### src/sv/gfhs_pkg.sv
package gfhs_pkg;

    localparam int unsigned MaxNodes  = 32;
    localparam int unsigned NodeW     = $clog2(MaxNodes);
    localparam int unsigned CountW    = $clog2(MaxNodes + 1);
    localparam int unsigned StepW     = 3;
    localparam int unsigned ProgDepth = 2 ** StepW;

    localparam logic [CountW-1:0] CountReset = CountW'(MaxNodes);

    typedef logic [StepW-1:0]    t_step;
    typedef logic [MaxNodes-1:0] t_row;

    typedef enum logic {
        ACT_ADD_EDGE = 1'b0,
        ACT_QUERY    = 1'b1
    } t_action;

    typedef enum logic [2:0] {
        OP_LATCH,
        OP_EDGE,
        OP_INIT,
        OP_GROW,
        OP_SWEEP_END,
        OP_NEIGH,
        OP_SCAN,
        OP_EMIT
    } t_op;

    typedef enum logic [2:0] {
        C_NEVER,
        C_NO_ACCEPT,
        C_IS_EDGE,
        C_TRIVIAL,
        C_MORE_IDX,
        C_CHANGED,
        C_SCAN_MORE,
        C_OUT_BUSY
    } t_cond;

    typedef struct packed {
        t_op   op;
        t_cond cond;
        t_step target;
    } t_ucode;

    // Step addresses of the control program
    localparam t_step StWait     = 3'd0;
    localparam t_step StDispatch = 3'd1;
    localparam t_step StInit     = 3'd2;
    localparam t_step StGrow     = 3'd3;
    localparam t_step StSweepEnd = 3'd4;
    localparam t_step StNeigh    = 3'd5;
    localparam t_step StScan     = 3'd6;
    localparam t_step StEmit     = 3'd7;

    // Jump taken when cond holds, else fall through to step + 1.
    // The emit step falls through by wrapping to the wait step.
    function automatic t_ucode ucode_rom(input t_step addr);
        t_ucode w;
        unique case (addr)
            StWait:     w = '{op: OP_LATCH,     cond: C_NO_ACCEPT, target: StWait};
            StDispatch: w = '{op: OP_EDGE,      cond: C_IS_EDGE,   target: StWait};
            StInit:     w = '{op: OP_INIT,      cond: C_TRIVIAL,   target: StEmit};
            StGrow:     w = '{op: OP_GROW,      cond: C_MORE_IDX,  target: StGrow};
            StSweepEnd: w = '{op: OP_SWEEP_END, cond: C_CHANGED,   target: StGrow};
            StNeigh:    w = '{op: OP_NEIGH,     cond: C_NEVER,     target: StWait};
            StScan:     w = '{op: OP_SCAN,      cond: C_SCAN_MORE, target: StScan};
            StEmit:     w = '{op: OP_EMIT,      cond: C_OUT_BUSY,  target: StEmit};
            default:    w = '{op: OP_LATCH,     cond: C_NEVER,     target: StWait};
        endcase
        return w;
    endfunction

endpackage

### src/sv/graph_first_hop_search_unit.sv
// Edge add: accepted in the wait step, adjacency written in the following dispatch step.
// Query: init, then straight to emit for out-of-range or source == target; else
//   S reachability sweeps (grow over nodes, sweep end), N = node count, S = 1..N-1,
//   then neighbor, scan and emit. The sweep loop reads one adjacency row per cycle.
// One item in work at a time; emit waits on a stalled result, then frees the input side.
// Reset (i_rst_n low, synchronous) clears all edges, sets node_count to 32, drops o_out_valid.
module graph_first_hop_search_unit (
    input  logic                      i_clk,
    input  logic                      i_rst_n,

    input  logic                      psel,
    input  logic                      penable,
    input  logic                      pwrite,
    input  logic [2:0]                paddr,
    input  logic [31:0]               pwdata,
    output logic [31:0]               prdata,
    output logic                      pready,

    input  logic                      i_in_valid,
    output logic                      o_in_stall,
    input  logic                      i_action,
    input  logic [gfhs_pkg::NodeW-1:0] i_from_node,
    input  logic [gfhs_pkg::NodeW-1:0] i_to_node,

    output logic                      o_out_valid,
    input  logic                      i_out_stall,
    output logic [gfhs_pkg::NodeW-1:0] o_next_hop,
    output logic                      o_found
);
    import gfhs_pkg::*;

    t_row              r_adj [MaxNodes];
    logic [CountW-1:0] r_node_count;
    t_step             r_step, n_step;
    t_action           r_action;
    logic [NodeW-1:0]  r_a, r_b;
    logic [NodeW-1:0]  r_idx;
    t_row              r_reach;
    t_row              r_neigh;
    logic              r_changed;
    logic [NodeW-1:0]  r_hop;
    logic              r_hit;
    logic              r_out_valid;
    logic [NodeW-1:0]  r_out_hop;
    logic              r_out_found;

    t_ucode            uw;
    logic              cfg_wr;
    logic [CountW-1:0] eff_count;
    t_row              mask;
    t_row              src_bit;
    t_row              dst_bit;
    t_row              row_rd;
    t_row              grown;
    logic              a_in, b_in;
    logic              idx_last;
    logic              out_busy;
    logic              in_accept;
    logic              cond_true;

    assign pready = 1'b1;
    assign cfg_wr = psel && penable && pwrite && pready && (paddr[2] == 1'b0);
    assign prdata = (paddr[2] == 1'b0) ? {{(32 - CountW){1'b0}}, r_node_count} : 32'd0;

    assign eff_count = (r_node_count > CountW'(MaxNodes)) ? CountW'(MaxNodes) : r_node_count;

    always_comb begin
        for (int k = 0; k < MaxNodes; k++) begin
            mask[k] = (CountW'(k) < eff_count);
        end
    end

    assign src_bit  = t_row'(1) << r_a;
    assign dst_bit  = t_row'(1) << r_b;
    assign row_rd   = r_adj[r_idx];
    assign grown    = r_reach | (row_rd & mask & ~src_bit);
    assign a_in     = {1'b0, r_a} < eff_count;
    assign b_in     = {1'b0, r_b} < eff_count;
    assign idx_last = ({1'b0, r_idx} + CountW'(1)) == eff_count;
    assign out_busy = r_out_valid && i_out_stall;

    assign uw         = ucode_rom(r_step);
    assign o_in_stall = (r_step != StWait);
    assign in_accept  = i_in_valid && !o_in_stall;

    // Condition select and next step
    always_comb begin
        unique case (uw.cond)
            C_NEVER:     cond_true = 1'b0;
            C_NO_ACCEPT: cond_true = !i_in_valid;
            C_IS_EDGE:   cond_true = (r_action == ACT_ADD_EDGE);
            C_TRIVIAL:   cond_true = !a_in || !b_in || (r_a == r_b);
            C_MORE_IDX:  cond_true = !idx_last;
            C_CHANGED:   cond_true = r_changed;
            C_SCAN_MORE: cond_true = !r_neigh[r_idx] && !idx_last;
            C_OUT_BUSY:  cond_true = out_busy;
            default:     cond_true = 1'b0;
        endcase
        n_step = cond_true ? uw.target : r_step + t_step'(1);
    end

    always_ff @(posedge i_clk) begin
        if (!i_rst_n) begin
            r_step       <= StWait;
            r_node_count <= CountReset;
            r_out_valid  <= 1'b0;
            for (int k = 0; k < MaxNodes; k++) begin
                r_adj[k] <= '0;
            end
        end else begin
            r_step <= n_step;
            if (cfg_wr) begin
                r_node_count <= pwdata[CountW-1:0];
            end
            if (r_out_valid && !i_out_stall) begin
                r_out_valid <= 1'b0;
            end
            if (uw.op == OP_EDGE && r_action == ACT_ADD_EDGE && a_in && b_in) begin
                for (int k = 0; k < MaxNodes; k++) begin
                    if (NodeW'(k) == r_a) begin
                        r_adj[k] <= r_adj[k] | dst_bit;
                    end else if (NodeW'(k) == r_b) begin
                        r_adj[k] <= r_adj[k] | src_bit;
                    end
                end
            end
            if (uw.op == OP_EMIT && !out_busy) begin
                r_out_valid <= 1'b1;
            end
        end
    end

    // Datapath, driven by the control word
    always_ff @(posedge i_clk) begin
        unique case (uw.op)
            OP_LATCH: begin
                if (in_accept) begin
                    r_action <= t_action'(i_action);
                    r_a      <= i_from_node;
                    r_b      <= i_to_node;
                end
            end
            OP_EDGE: begin
            end
            OP_INIT: begin
                r_reach   <= t_row'(1) << r_b;
                r_idx     <= '0;
                r_changed <= 1'b0;
                r_hop     <= (a_in && b_in && r_a == r_b) ? r_a : '0;
                r_hit     <= a_in && b_in && (r_a == r_b);
            end
            OP_GROW: begin
                if (r_reach[r_idx]) begin
                    r_reach <= grown;
                    if (grown != r_reach) begin
                        r_changed <= 1'b1;
                    end
                end
                r_idx <= r_idx + NodeW'(1);
            end
            OP_SWEEP_END: begin
                // a fresh sweep restarts at node 0; otherwise point at the source row
                r_idx     <= r_changed ? '0 : r_a;
                r_changed <= 1'b0;
            end
            OP_NEIGH: begin
                r_neigh <= row_rd & mask & ~src_bit & r_reach;
                r_idx   <= '0;
            end
            OP_SCAN: begin
                if (r_neigh[r_idx]) begin
                    r_hop <= r_idx;
                    r_hit <= 1'b1;
                end
                r_idx <= r_idx + NodeW'(1);
            end
            OP_EMIT: begin
                if (!out_busy) begin
                    r_out_hop   <= r_hop;
                    r_out_found <= r_hit;
                end
            end
            default: begin
            end
        endcase
    end

    assign o_out_valid = r_out_valid;
    assign o_next_hop  = r_out_hop;
    assign o_found     = r_out_found;

endmodule
### config.mk
export PLATFORM = sky130hd
export DESIGN_NAME = graph_first_hop_search_unit
export DESIGN_NICKNAME = d
export VERILOG_FILES = /design/src/sv/gfhs_pkg.sv /design/src/sv/graph_first_hop_search_unit.sv
export SDC_FILE = /design/constraint.sdc
export NUM_CORES = 2
export LEC_CHECK = 0
export BUFFER_PORTS_ARGS = -buffer_cell sky130_fd_sc_hd__buf_2
export CAP_MARGIN = 0
export CORE_MARGIN = 5
export CORE_UTILIZATION = 55
export DETAILED_ROUTE_END_ITERATION = 12
export PLACE_DENSITY = 0.79
export SETUP_SLACK_MARGIN = 0.05
export SLEW_MARGIN = 20
export SYNTH_ARGS = -nofsm -noshare
export SYNTH_HDL_FRONTEND = slang
export SYNTH_SLANG_ARGS = --single-unit
### constraint.sdc
create_clock -name i_clk -period 5.55 [get_ports i_clk]
set_clock_uncertainty 0.1 [all_clocks]
set_input_delay 1.11 -clock i_clk [delete_from_list [all_inputs] [get_ports i_clk]]
set_output_delay 1.11 -clock i_clk [all_outputs]
set_load 0.1 [all_outputs]
==> results.txt <==
The setup path with the least slack is of type register to register. The total power of the final layout is roughly 31 mW. The via count normalized by instance count is between 7 and 8. The register bit total from synthesis came out at around 1100.

The number of enable-type register cells in the synthesized netlist came out at 1117. The xor and xnor fraction of the mapped netlist area came out at less than 1%. The overall routing resource usage came out at 40.39%. Among all flip-flop cells after synthesis, the most frequent one is sky130_fd_sc_hd__edfxtp_1.

For the final routed database, the setup TNS stands at 0 ns. Of all cell types, the one taking the most synthesized area is sky130_fd_sc_hd__edfxtp_1. The clock net sink count came out at between 1000 and 1500.

The height of the chip came out at between 300 and 400 um. The total routed wirelength is around 240 mm. IR analysis of the VDD net gives a maximum drop of between 0.0003 and 0.0004 V. The power density of the placed cells is between 400 and 500 mW/mm^2. The top cell types in the final layout, fill and taps aside, are sky130_fd_sc_hd__edfxtp_1, sky130_fd_sc_hd__nor2_1, sky130_fd_sc_hd__o31a_1. For this run, the top clock speed supported by timing is 212.1 MHz. The count of hold buffers inserted by post-cts repair is 0. Setup repair after global routing left no endpoint under its margin.

The number of global-route vias before repair was 47860. The critical-path maximum fanout is 38. The count of mapped cells out of synthesis came out at just over 5000.

The library cell used most frequently in the layout, excluding fill and tap cells, is sky130_fd_sc_hd__edfxtp_1. The total number of placement rows is 121. The placed instances occupy a cell area of around 0.063 mm^2. The arrival time of the worst setup path is between 5 and 6 ns.

The share of the Yosys chip area taken by registers is a little under three fifths. The detailed placer's ending HPWL is around 150 mm. The quantity of I/O buffers inserted on ports came out at 38. STA classifies the critical path endpoint as a register. Clock latency on the worst-skew pair, taken at its later pin, is slightly below 0.8 ns. The total area inside the core boundary comes to approximately 0.11 mm^2. For this run, design rule violations remaining after detail routing come to 0.

After Yosys synthesis, and, or, nand and nor cells account for 11.02% of the synthesized area. The final count of hold timing violations came out at 0. The wire length of the first global-routing pass came out at around 340 mm. The post-layout minimum cycle time is approximately 4.7 ns. In the synthesized netlist the async set-or-reset flop fraction comes to 0%. Synthesis instantiated 80 different standard cells from the library. The effective utilization at floorplan came out at between 50% and 60%. The post-CTS setup buffer count came out at 0. The tightest min-delay check is of the register to register type. The standby leakage power is roughly 22 nW.

The category of the worst setup path launch point is a register. The post-synthesis area per instance is around 12 um^2. The routed wire length per instance is 37.07 um.

The routability-driven placement congestion ratio came out at about 1.1. The main combinational cell family by area after synthesis is compound AO/OA/AOI/OAI gates. The share of the synthesized area in the top cell type came out at about 55%.

The number of placed I/O pins came out at 94. The H-tree level count is 3. The finished cells cover roughly 0.067 mm^2. The clock tree buffer depth came out at 3. The largest net degree at the start of global routing is between 200 and 250.

After synthesis, the cell types taking the most area are sky130_fd_sc_hd__edfxtp_1, sky130_fd_sc_hd__mux4_2, sky130_fd_sc_hd__o31a_1. The flow ran to the end, and the final reports show no timing, DRC or antenna violations. The endpoint required time on the critical path is slightly below 6 ns. The final setup violation count is 0. Once layout is complete, the utilization of the core stands at 61.24%. Global routing finished with a remaining overflow of 0.

The worst pin sits at a relative slew slack of between 8 and 9%. Summing over every cut layer, the via total after detailed routing is between 50000 and 60000. The die area is ~0.12 mm^2. The overall die width is between 300 and 400 um. The portion of the clock cycle consumed by the worst path in the final layout is a little over four fifths.

The signed area change from the synthesized netlist to the final layout came out at 10.26%. The share of final-layout standard cells stronger than drive strength 1 is between 10% and 20%. The post-synthesis cell area came out at about 0.061 mm^2. The total iterations of the first detailed-routing run came out at 9. Of the total synthesized cell area, the portion taken by full adders, half adders and majority gates is less than 1%. In this run, CTS created clock tree buffers numbering roughly 120. The TritonCTS clock tree is built. The share of synthesized area spent on multiplexers is between 10% and 20%.

The setup check on the worst reg-to-reg path leaves a slack of about 0.84 ns. The transition time of the tightest slew-check pin is 1.374 ns. The initial antenna violation count is 6.

The max capacitance violation total is 0. The detailed router's first-iteration violation count is 10350. The final-report max-slew violation count is 0.

The end point of the critical path is r_changed. The synthesis warning total is 0. The number of nets with antenna violations after detailed routing came out at 0. Clock tree synthesis selected as its root buffer the cell sky130_fd_sc_hd__clkbuf_16. The number of gates given a new drive strength after cts came out at 0. Clock-pin slew was measured on the worst setup and hold paths at 0.06 ns. The number of cells on the worst reg-to-reg path is 8. The endpoint of the worst-slack reg-to-reg timing path is r_changed. The net count of the finished layout came out at ~5100. The share of the synthesized area in compound gates (AO/OA/AOI/OAI) came out at between 10% and 20%.
[cells by family (layout without fill, tap and decap cells)]
group	count (synthesis)	in the layout
xor+xnor	14	14
other cells	2	32
mux	366	366
compound gates	1389	1389
simple gates	1592	1592
fa+ha+maj	13	13
buf+inv	574	544
flops	1141	1141
[power breakdown]
part / switching, mW / total [mW] / internal (mW)
Clock: 3.58 / 8.12 / 4.54
Combinational: 7.70 / 11.7 / 3.96
Sequential: 0.998 / 11.5 / 10.5
[state kept, by name (all words and copies together), names as in the netlist, 3 cells and up, named ones only]
signal	count
o_next_hop	5
r_a	5
r_adj	1024
r_b	5
r_hop	5
r_idx	5
r_neigh	32
r_node_count	6
r_reach	32
r_step	3
uw	9
[Yosys cell counts, types with 6 or more instances]
library cell	number
sky130_fd_sc_hd__dfxtp_1	24
sky130_fd_sc_hd__nand3_1	33
sky130_fd_sc_hd__or2_2	9
sky130_fd_sc_hd__mux2_2	16
sky130_fd_sc_hd__o21ai_1	10
sky130_fd_sc_hd__nand3b_1	8
sky130_fd_sc_hd__nor2b_1	50
sky130_fd_sc_hd__buf_1	19
sky130_fd_sc_hd__xnor2_1	9
sky130_fd_sc_hd__a311oi_1	6
sky130_fd_sc_hd__o31a_1	437
sky130_fd_sc_hd__nor4_1	12
sky130_fd_sc_hd__nand4_1	11
sky130_fd_sc_hd__nand2b_1	31
sky130_fd_sc_hd__nor3_1	46
sky130_fd_sc_hd__nor2_1	1001
sky130_fd_sc_hd__and2_1	41
sky130_fd_sc_hd__clkbuf_1	424
sky130_fd_sc_hd__o22ai_1	23
sky130_fd_sc_hd__nor3b_1	6
sky130_fd_sc_hd__ha_1	13
sky130_fd_sc_hd__nand2_1	298
sky130_fd_sc_hd__buf_2	39
sky130_fd_sc_hd__a22oi_1	25
sky130_fd_sc_hd__a22o_1	14
sky130_fd_sc_hd__mux4_2	251
sky130_fd_sc_hd__o21a_1	99
sky130_fd_sc_hd__mux2i_1	96
sky130_fd_sc_hd__o221ai_1	13
sky130_fd_sc_hd__or3_1	10
sky130_fd_sc_hd__a221oi_1	9
sky130_fd_sc_hd__inv_1	35
sky130_fd_sc_hd__a31oi_1	16
sky130_fd_sc_hd__and3_1	15
sky130_fd_sc_hd__a21oi_1	158
sky130_fd_sc_hd__o21ai_0	153
sky130_fd_sc_hd__a21o_1	6
sky130_fd_sc_hd__buf_6	12
sky130_fd_sc_hd__buf_4	41
sky130_fd_sc_hd__edfxtp_1	1117
sky130_fd_sc_hd__a211oi_1	370
[per-stage QoR]
step	std cells	setup slack, ns	hold WS (ns)
floorplan	5116	0.2446	0.3003
global placement	6343	1.004	0.3027
detailed placement	6343	1.070	0.3089
CTS	6562	1.025	0.3216
global route	6562	0.8015	0.3318
finish	6567	0.8354	0.3200
[critical path, cell delays in order, from the launching register on]
cell,delay (ns)
sky130_fd_sc_hd__dfxtp_4,1.00
sky130_fd_sc_hd__buf_4,0.45
sky130_fd_sc_hd__mux4_2,0.57
sky130_fd_sc_hd__mux2i_1,0.51
sky130_fd_sc_hd__a21oi_1,0.15
sky130_fd_sc_hd__nand3_1,0.39
sky130_fd_sc_hd__o22ai_1,0.17
sky130_fd_sc_hd__or4_1,0.54
sky130_fd_sc_hd__o41a_1,0.46
[area by class of cell]
type | instances | area [um^2]
Fill cell | 8190 | 42300
Inverter | 36 | 135.1
Clock inverter | 76 | 758.2
Timing Repair Buffer | 289 | 2247
Antenna cell | 5 | 12.51
Sequential cell | 1141 | 34040
Multi-Input combinational cell | 3401 | 24740
Clock buffer | 143 | 3075
Tap cell | 1476 | 1847
[how the worst min path moves through the flow]
stage | end | cells after the start | slack [ns] | startpoint
6_report | o_next_hop[4] | 0 | 0.32 | r_hop[4]
5_1_grt | o_next_hop[2] | 0 | 0.33 | r_hop[2]
4_1_cts | o_next_hop[4] | 0 | 0.32 | r_hop[4]
3_5_place_dp | o_next_hop[4] | 0 | 0.31 | r_hop[4]
3_3_place_gp | o_next_hop[0] | 0 | 0.30 | r_hop[0]
2_1_floorplan | o_found | 0 | 0.30 | r_hit
[layer usage]
metal / GRT usage, % / up-vias / wire length, um
met5: 0.3333 / - / 103
met4: 29.56 / 6 / 23780
met3: 16.17 / 1336 / 43570
met2: 56.47 / 5744 / 99200
met1: 50.82 / 24420 / 76760
li1: - / 19330 / -
Note: power is estimated with default switching activity, not from simulation.
